--- src/hdl/bba_pkg.sv ---
// Shared constants, codes and the result record of the buddy block allocator.
package bba_pkg;

  // Default geometry: 1 MiB arena, eight levels below the root
  localparam int ARENA_BYTES_DEF = 1048576;
  localparam int TREE_HEIGHT_DEF = 8;

  // Fixed field widths of the item ports
  localparam int FLD_OP_W     = 2;
  localparam int FLD_REQ_W    = 21;
  localparam int FLD_OFF_W    = 20;
  localparam int FLD_BYTES_W  = 21;
  localparam int FLD_STATUS_W = 2;

  // Operation codes; code three behaves as a query
  localparam logic [FLD_OP_W-1:0] OP_ALLOC = 2'd0;
  localparam logic [FLD_OP_W-1:0] OP_FREE  = 2'd1;
  localparam logic [FLD_OP_W-1:0] OP_QUERY = 2'd2;

  // Status codes
  localparam logic [FLD_STATUS_W-1:0] ST_OK      = 2'd0;
  localparam logic [FLD_STATUS_W-1:0] ST_NOSPACE = 2'd1;
  localparam logic [FLD_STATUS_W-1:0] ST_BADOFF  = 2'd2;

  // One finished result, handed from the sequencer to the output stage
  typedef struct packed {
    logic [FLD_STATUS_W-1:0] status;
    logic [FLD_OFF_W-1:0]    offset;
    logic [FLD_BYTES_W-1:0]  bytes;
    logic [FLD_BYTES_W-1:0]  total;
  } bba_res_t;

endpackage

--- src/hdl/bba_seq.sv ---
// Node sequencer: clearing pass, root query, depth-first allocate search, free walk, path update.
module bba_seq #(
  parameter int ARENA_BYTES = bba_pkg::ARENA_BYTES_DEF,
  parameter int TREE_HEIGHT = bba_pkg::TREE_HEIGHT_DEF
) (
  input  logic                              clk,
  input  logic                              rst_n,
  // item input
  input  logic                              in_valid,
  output logic                              in_ready,
  input  logic [bba_pkg::FLD_OP_W-1:0]      in_operation,
  input  logic [bba_pkg::FLD_REQ_W-1:0]     in_request_size,
  input  logic [bba_pkg::FLD_OFF_W-1:0]     in_block_offset_in,
  // result towards the output stage
  output logic                              res_valid,
  input  logic                              res_ready,
  output bba_pkg::bba_res_t                 res,
  // node memory
  output logic                              wr_en,
  output logic [TREE_HEIGHT:0]              wr_addr,
  output logic [$clog2(ARENA_BYTES):0]      wr_data,
  output logic                              rd_en,
  output logic [TREE_HEIGHT:0]              rd_addr,
  input  logic [$clog2(ARENA_BYTES):0]      rd_data
);

  import bba_pkg::*;

  localparam int NODE_COUNT = (1 << (TREE_HEIGHT + 1)) - 1;
  localparam int IDX_W      = TREE_HEIGHT + 1;
  localparam int AW         = $clog2(ARENA_BYTES);
  localparam int SZ_W       = AW + 1;
  localparam logic [SZ_W-1:0]  ARENA_SZ = SZ_W'(ARENA_BYTES);
  localparam logic [SZ_W-1:0]  MIN_SZ   = ARENA_SZ >> TREE_HEIGHT;
  localparam logic [IDX_W-1:0] LAST_IDX = IDX_W'(NODE_COUNT - 1);
  localparam logic [IDX_W-1:0] ROOT_IDX = '0;

  typedef enum logic [3:0] {
    S_CLEAR, S_IDLE, S_QUERY, S_ALLOC, S_BACK, S_FREE, S_UPD0, S_UPD, S_DONE
  } state_t;

  state_t                  state_r, state_nxt;
  logic [IDX_W-1:0]        idx_r, idx_nxt;
  logic [IDX_W-1:0]        lvl_end_r, lvl_end_nxt;
  logic [SZ_W-1:0]         size_r, size_nxt;
  logic [AW-1:0]           base_r, base_nxt;
  logic [AW-1:0]           off_r, off_nxt;
  logic [SZ_W-1:0]         want_r, want_nxt;
  logic                    pend_r, pend_nxt;
  logic                    add_r, add_nxt;
  logic [SZ_W-1:0]         tot_r, tot_nxt;
  logic [FLD_STATUS_W-1:0] st_r, st_nxt;
  logic [AW-1:0]           roff_r, roff_nxt;
  logic [SZ_W-1:0]         rbytes_r, rbytes_nxt;

  // Request rounding and range checks on the incoming item
  logic [31:0]     req32;
  logic [31:0]     smear;
  logic [31:0]     want32;
  logic [SZ_W-1:0] want_calc;
  logic            too_big;
  logic            off_bad;

  always_comb begin
    req32 = 32'(in_request_size);
    smear = req32 - 32'd1;
    for (int k = 0; k < 5; k++) begin
      smear = smear | (smear >> (1 << k));
    end
    want32    = (req32 <= 32'(MIN_SZ)) ? 32'(MIN_SZ) : smear + 32'd1;
    want_calc = SZ_W'(want32);
    too_big   = req32 > 32'(ARENA_BYTES);
    off_bad   = 32'(in_block_offset_in) >= 32'(ARENA_BYTES);
  end

  // Tree navigation around the current node
  logic [SZ_W-1:0]  half;
  logic [IDX_W-1:0] left_idx;
  logic [IDX_W-1:0] right_idx;
  logic [IDX_W-1:0] parent_idx;
  logic [AW-1:0]    base_half;
  logic             at_base;
  logic [SZ_W-1:0]  upd_val;
  logic             do_back;

  assign half       = size_r >> 1;
  assign left_idx   = IDX_W'({idx_r, 1'b1});
  assign right_idx  = left_idx + IDX_W'(1);
  assign parent_idx = (idx_r - IDX_W'(1)) >> 1;
  assign base_half  = base_r + AW'(half);
  assign at_base    = off_r == base_r;
  assign upd_val    = add_r ? rd_data + rbytes_r : rd_data - rbytes_r;

  // Next-state logic
  always_comb begin
    state_nxt   = state_r;
    idx_nxt     = idx_r;
    lvl_end_nxt = lvl_end_r;
    size_nxt    = size_r;
    base_nxt    = base_r;
    off_nxt     = off_r;
    want_nxt    = want_r;
    pend_nxt    = pend_r;
    add_nxt     = add_r;
    tot_nxt     = tot_r;
    st_nxt      = st_r;
    roff_nxt    = roff_r;
    rbytes_nxt  = rbytes_r;
    rd_en       = 1'b0;
    rd_addr     = idx_r;
    wr_en       = 1'b0;
    wr_addr     = idx_r;
    wr_data     = size_r;
    do_back     = 1'b0;

    unique case (state_r)
      // Write each node's full size, level by level
      S_CLEAR: begin
        wr_en = 1'b1;
        if (idx_r == lvl_end_r) begin
          size_nxt    = half;
          lvl_end_nxt = IDX_W'({lvl_end_r, 1'b0} + (IDX_W + 1)'(2));
        end
        if (idx_r == LAST_IDX) begin
          state_nxt = S_IDLE;
          idx_nxt   = ROOT_IDX;
        end else begin
          idx_nxt = idx_r + IDX_W'(1);
        end
      end

      // Take an item and start reading the root
      S_IDLE: begin
        if (in_valid) begin
          rd_en      = 1'b1;
          rd_addr    = ROOT_IDX;
          idx_nxt    = ROOT_IDX;
          size_nxt   = ARENA_SZ;
          base_nxt   = '0;
          pend_nxt   = 1'b0;
          want_nxt   = want_calc;
          off_nxt    = AW'(32'(in_block_offset_in));
          st_nxt     = ST_OK;
          roff_nxt   = '0;
          rbytes_nxt = '0;
          unique case (in_operation)
            OP_ALLOC: begin
              if (too_big) begin
                st_nxt    = ST_NOSPACE;
                state_nxt = S_QUERY;
              end else begin
                state_nxt = S_ALLOC;
              end
            end
            OP_FREE: begin
              if (off_bad) begin
                st_nxt    = ST_BADOFF;
                state_nxt = S_QUERY;
              end else begin
                state_nxt = S_FREE;
              end
            end
            default: state_nxt = S_QUERY;
          endcase
        end
      end

      // Root value only
      S_QUERY: begin
        tot_nxt   = rd_data;
        state_nxt = S_DONE;
      end

      // Visit a node of the depth-first search
      S_ALLOC: begin
        if (idx_r == ROOT_IDX) begin
          tot_nxt = rd_data;
        end
        if (rd_data < want_r) begin
          do_back = 1'b1;
        end else if (size_r == want_r) begin
          roff_nxt   = base_r;
          rbytes_nxt = want_r;
          add_nxt    = 1'b0;
          state_nxt  = S_UPD0;
        end else begin
          rd_en    = 1'b1;
          rd_addr  = left_idx;
          idx_nxt  = left_idx;
          size_nxt = half;
        end
      end

      // Parent has run out of children to try
      S_BACK: begin
        do_back = 1'b1;
      end

      // One node of the free walk; a zero node with a non-zero lower child is claimed
      S_FREE: begin
        if (idx_r == ROOT_IDX) begin
          tot_nxt = rd_data;
        end
        if (pend_r && rd_data != '0) begin
          idx_nxt    = parent_idx;
          rbytes_nxt = size_r << 1;
          add_nxt    = 1'b1;
          state_nxt  = S_UPD0;
        end else if (size_r == MIN_SZ) begin
          if (at_base && rd_data == '0) begin
            rbytes_nxt = size_r;
            add_nxt    = 1'b1;
            state_nxt  = S_UPD0;
          end else begin
            st_nxt    = ST_BADOFF;
            state_nxt = S_DONE;
          end
        end else begin
          pend_nxt = at_base && rd_data == '0;
          rd_en    = 1'b1;
          size_nxt = half;
          if (off_r >= base_half) begin
            rd_addr  = right_idx;
            idx_nxt  = right_idx;
            base_nxt = base_half;
          end else begin
            rd_addr = left_idx;
            idx_nxt = left_idx;
          end
        end
      end

      // Write the claimed or restored node, then fetch its parent unless it is the root
      S_UPD0: begin
        wr_en   = 1'b1;
        wr_data = add_r ? rbytes_r : '0;
        if (idx_r == ROOT_IDX) begin
          tot_nxt   = wr_data;
          state_nxt = S_DONE;
        end else begin
          rd_en     = 1'b1;
          rd_addr   = parent_idx;
          idx_nxt   = parent_idx;
          state_nxt = S_UPD;
        end
      end

      // Ancestor read-modify-write, one level a cycle
      S_UPD: begin
        wr_en   = 1'b1;
        wr_data = upd_val;
        if (idx_r == ROOT_IDX) begin
          tot_nxt   = upd_val;
          state_nxt = S_DONE;
        end else begin
          rd_en   = 1'b1;
          rd_addr = parent_idx;
          idx_nxt = parent_idx;
        end
      end

      S_DONE: begin
        if (res_ready) begin
          state_nxt = S_IDLE;
        end
      end

      default: state_nxt = S_IDLE;
    endcase

    // Backtrack: try the upper sibling, else climb to the parent; at the root, report no space
    if (do_back) begin
      if (idx_r == ROOT_IDX) begin
        st_nxt     = ST_NOSPACE;
        roff_nxt   = '0;
        rbytes_nxt = '0;
        state_nxt  = S_DONE;
      end else if (idx_r[0]) begin
        rd_en     = 1'b1;
        rd_addr   = idx_r + IDX_W'(1);
        idx_nxt   = idx_r + IDX_W'(1);
        base_nxt  = base_r + AW'(size_r);
        state_nxt = S_ALLOC;
      end else begin
        idx_nxt   = parent_idx;
        size_nxt  = size_r << 1;
        base_nxt  = base_r - AW'(size_r);
        state_nxt = S_BACK;
      end
    end
  end

  // Control state, clearing-pass counters and working payload
  always_ff @(posedge clk) begin
    if (!rst_n) begin
      state_r   <= S_CLEAR;
      idx_r     <= ROOT_IDX;
      size_r    <= ARENA_SZ;
      lvl_end_r <= ROOT_IDX;
    end else begin
      state_r   <= state_nxt;
      idx_r     <= idx_nxt;
      size_r    <= size_nxt;
      lvl_end_r <= lvl_end_nxt;
    end
    base_r   <= base_nxt;
    off_r    <= off_nxt;
    want_r   <= want_nxt;
    pend_r   <= pend_nxt;
    add_r    <= add_nxt;
    tot_r    <= tot_nxt;
    st_r     <= st_nxt;
    roff_r   <= roff_nxt;
    rbytes_r <= rbytes_nxt;
  end

  // Result record
  logic [31:0] roff32;
  logic [31:0] rbytes32;
  logic [31:0] tot32;

  assign roff32     = 32'(roff_r);
  assign rbytes32   = 32'(rbytes_r);
  assign tot32      = 32'(tot_r);
  assign in_ready   = state_r == S_IDLE;
  assign res_valid  = state_r == S_DONE;
  assign res.status = st_r;
  assign res.offset = roff32[FLD_OFF_W-1:0];
  assign res.bytes  = rbytes32[FLD_BYTES_W-1:0];
  assign res.total  = tot32[FLD_BYTES_W-1:0];

`ifndef ASSERT_OFF
  // Path updates never touch the node being fetched
  a_no_rw_clash: assert property (@(posedge clk) disable iff (!rst_n)
    rd_en && wr_en |-> rd_addr != wr_addr)
    else $error("node read and write collide");

  // A failed step reports no block
  a_fail_empty: assert property (@(posedge clk) disable iff (!rst_n)
    res_valid && res.status != ST_OK |-> res.bytes == '0 && res.offset == '0)
    else $error("failed step carries a block");

  // Free space can never exceed the arena
  a_total_bound: assert property (@(posedge clk) disable iff (!rst_n)
    res_valid |-> tot_r <= ARENA_SZ)
    else $error("free total beyond arena");

  // One item at a time
  a_one_item: assert property (@(posedge clk) disable iff (!rst_n)
    in_valid && in_ready |=> !in_ready)
    else $error("second item taken while busy");
`endif

endmodule

--- config.mk ---
export PLATFORM = sky130hd
export DESIGN_NAME = bba_seq
export DESIGN_NICKNAME = d
export VERILOG_FILES = /design/src/hdl/bba_pkg.sv /design/src/hdl/bba_seq.sv
export SDC_FILE = /design/constraint.sdc
export NUM_CORES = 1
export LEC_CHECK = 0
export BUFFER_PORTS_ARGS = -buffer_cell sky130_fd_sc_hd__buf_2
export CAP_MARGIN = 20
export CORE_ASPECT_RATIO = 1.5
export CORE_MARGIN = 2
export CORE_UTILIZATION = 27
export CTS_CLUSTER_SIZE = 10
export DETAILED_ROUTE_END_ITERATION = 12
export SYNTH_ARGS = -nofsm -noshare
export SYNTH_HDL_FRONTEND = slang
export SYNTH_SLANG_ARGS = --single-unit
--- constraint.sdc ---
create_clock -name clk -period 6.17 [get_ports clk]
set_input_delay 0.9255 -clock clk [delete_from_list [all_inputs] [get_ports clk]]
set_output_delay 0.9255 -clock clk [all_outputs]
set_load 0.005 [all_outputs]
==> impl_summary.txt <==
----------------------------------------------------
[Run status]
  Result of the run ... completed

[GRT]
  Global-route wire length before repair ... between 80 and 90 mm
  Initial antenna violation count ... 4
  Maximum number of pins on one net before global-route repair ... 47
  Grt total ovfl ... 0
  Number of global-route vias before repair ... 14.7k
  Overall global routing resource usage ... 0.204

[Run]
  Max cap viols ... 0

[Worst hold path]
  Hold/Removal Path Class ... reg -> reg

[Synthesis]
  Post-synthesis area per instance ... 8.11 µm²
  Most area-consuming cells after synthesis ... dfxtp_1 15%, edfxtp_1 13%, ha_1 9.3%
  Flip-flop cell with the highest count after synthesis ... dfxtp_1
  Number of distinct standard cells referenced by the synthesized netlist ... 85
  Number of synthesized flops with an enable pin ... 64
  Mapped cell area ... 0.0142 mm²
  Yosys warnings ... 0
  Sequential area share after synthesis ... 0.282
  Library cell occupying the most area in the post-synthesis netlist ... dfxtp_1
  Flops & latches, synth ... 169
  Synth top area share ... 0.148
  Most used standard cell by instance count after synthesis ... nor2_1
  Commonest cells post-synth ... 186 x nor2_1, 145 x nand2_1, 132 x a21oi_1
  FFs w/ async S/R, synth ... 0
  Cell count after synthesis ... 1758

[Clocking]
  CTS tree ... built
  Number of clock sinks seen by CTS ... 169
  Clock latency on the worst-skew pair ... 460 ps
  TritonCTS Buffers ... 17
  Clock input transition at the sequential cells of the worst setup and hold paths ... 80 ps
  CTS H-tree depth ... 4
  Buffers from clock root to sink, at most ... 2
  Clk Tree Root Cell ... clkbuf_16

[Drt]
  DRT Wirelength ... 56.9 mm
  First-iteration detailed-routing DRC count ... 1044
  Average wire per standard cell ... 21.8 µm
  Drt pass-1 iters ... 5
  Number of vias per cell after detailed routing ... approximately 5.6
  Count of unresolved DRC violations after routing ... 0
  Detailed-route via count ... 14.5k
  Routed Antenna Nets ... 0

[Critical path]
  Worst Path Arrival ... between 5000 and 6000 ps
  Slowest cell on the critical path ... or4_4
  Largest driver fanout on the critical path ... 6
  Crit Path Category ... reg -> out
  Crit. End Element ... output port
  Cell occurring most often along the worst timing path ... a21oi_2
  Worst-path cell chain ... ha_4 > fa_2 > a211oi_2 > nor2_1 > o311a_1 > buf_4 > a21o_1 > a21oi_2 > xor2_1 > ha_1 > nand4_1 > or4_4 > o32ai_2 > a211o_2 > buf_12 > mux2i_1 > a21oi_2 > nor2_1 > a211o_1 > a21oi_2 > buf_2
  Startpoint class of the critical path ... register
  Required arrival time at the worst endpoint ... 5240 ps
  Delay of the slowest critical-path stage ... 540 ps
  Count of buffering cells on the critical path with inverters included ... 3
  Cell class contributing the biggest share of worst-path delay ... compound AO/OA/AOI/OAI gates

[Placed design]
  Post-DP HPWL ... approximately 44 mm
  # port buffers ... ~170
  Weighted congestion at the end of routability-driven global placement ... between 0.9 and 1
  Number of placed cells counting well taps ... 2566

[Finish]
  Sequential cell area in the final layout ... 0.00403 mm²
  Share of post-route cells with drive strength above 1 ... 0.180
  Area of the multi-input gates ... about 0.0098 mm²
  Final Non-Filler Cells ... 2609
  Signed area change from the synthesized netlist to the final layout ... 19.0%
  Filler Cell Count ... 5533
  Final layout net count ... 2091
  Antenna Diode Count ... 0

[Timing]
  Maximum clock skew at final layout ... 14.0 ps
  Tightest slew margin relative to the limit ... 0.292
  Fmax ... roughly 160 MHz
  Fin crit share ... 0.995
  Final critical path time including I/O delays and setup ... 6140 ps
  Hold slack ... 482 ps
  Actual slew at the worst max-slew pin ... 1060 ps
  Number of pins exceeding their max-slew limit in the final report ... 0
  Final setup violation count ... 0
  Hold violation total from the final report ... 0
  Setup repair after global routing missed its margin ... true

[Floorplanning]
  Ports placed on the boundary ... 175
  Die X-Extent ... 192 µm
  Number of cell rows ... approximately 100
  Initial core utilization ... 0.272
  Die Area ... around 0.055 mm²
  Area of the core region ... 0.0525 mm²
  Height of the die ... 285 µm

[Power]
  Standby leakage power ... 7.49 nW
  Worst vdd rail ir drop ... 0.000173 V
  Power per cell area ... 160 mW/mm²

----------------------------------------------------
path summary, 6_finish.rpt:
check        startpoint         end  slack, ps  depth (start not counted)
max           size_r[1]  rd_addr[2]         30                         21
min             st_r[1]     st_r[1]        480                          2
max reg2reg   size_r[1]  base_r[19]        920                         20
min reg2reg     st_r[1]     st_r[1]        480                          2
kinds of logic after synthesis:
family,synth area share
AOI/OAI and AO/OA,0.251
xor gates and xnor gates,0.0990
adders and majority gates,0.0973
buffers and inverters,0.0492
DFF,0.282
muxes,0.0226
other,0.000263
and+or+nand+nor,0.199
worst min-delay path, delay by kind of cell, from the launching register on:
kind            cells  cell delay [ps]
compound gates      1               50
flops               1              330
simple gates        1               60
sequential cells by signal, summed over array words and instances (netlist names):
name / cells
add_r: 1
st_r: 2
state_r: 4
pend_r: 1
want_r: 21
wr_addr: 9
tot_r: 21
off_r: 20
lvl_end_r: 8
size_r: 21
base_r: 20
roff_r: 20
rbytes_r: 21
metal layers:
| layer | wire [µm] | part of all wire | GRT usage | vias up |
|---|---|---|---|---|
| met3 | 3120 | 0.055 | 0.0298 | 212 |
| met4 | 4070 | 0.072 | 0.143 | 8 |
| met1 | 20900 | 0.37 | 0.218 | 6870 |
| li1 | - | - | - | 6795 |
| met2 | 28700 | 0.50 | 0.363 | 638 |
| met5 | 48 | 0.00084 | 0 | - |
stage by stage:
stage / cell area, µm² / worst slack [ps] / setup TNS (ps) / utilization / total power, W
after detailed placement: 16100 / 27.1 / 0 / 0.307 / 0.00157
after global placement: 16100 / 83.9 / 0 / 0.307 / 0.00156
final: 17000 / 32.5 / 0 / 0.323 / 0.00271
after global routing: 17000 / -228 / -1010 / 0.323 / 0.00280
after floorplan: 14300 / 753 / 0 / - / 0.00143
after CTS: 16700 / 4.70 / 0 / 0.319 / 0.00270
cell type report:
type	count	share of cell area
inverters	64	0.0142
multi-input cells	1412	0.575
clock buffers	17	0.0251
flip-flops and latches	169	0.238
repair buffers	250	0.0877
well taps	682	0.0503
clock inverters	15	0.0103
cell usage in the layout, fill, tap and decap left out, types with 14 or more instances in the layout:
cell type / netlist / final
nand2b_1: 18 / 18
dfxtp_1: 105 / 101
a21o_1: 41 / 41
clkbuf_16: 0 / 18
o211ai_1: 15 / 15
a22oi_1: 37 / 37
and3_1: 21 / 21
a31oi_1: 14 / 14
nand2_1: 145 / 145
inv_1: 63 / 62
o21ai_0: 87 / 81
buf_2: 8 / 174
nor2_1: 186 / 186
o211a_1: 15 / 15
nor4_1: 21 / 21
ha_1: 106 / 103
a21oi_1: 132 / 121
o21ai_1: 13 / 16
a222oi_1: 19 / 19
nand4_1: 25 / 25
xor2_1: 77 / 77
o21a_1: 16 / 16
nor3_1: 48 / 46
buf_4: 0 / 72
nand3_1: 40 / 40
a221oi_1: 29 / 28
edfxtp_1: 64 / 64
nor2b_1: 21 / 21
xnor2_1: 84 / 82
repair_timing:
| item | 4_1_cts | 5_1_grt |
|---|---|---|
| pin swaps | 12 | 15 |
| cloned | 0 | 1 |
| buffers inserted | 3 | 7 |
| gates resized for setup | 13 | 31 |
| setup endpoints to repair | 9 | 9 |
| hold buffers | 0 | 0 |
report_power, final:
group          internal, W  leakage [nW]  switching (W)  total (W)
Clock             0.000580         0.291       0.000557    0.00114
Combinational     0.000157          5.80       0.000247   0.000404
Sequential         0.00116          1.39      0.0000117    0.00117
Total              0.00190          7.49       0.000815    0.00271
(Power assumes the default switching activity.)
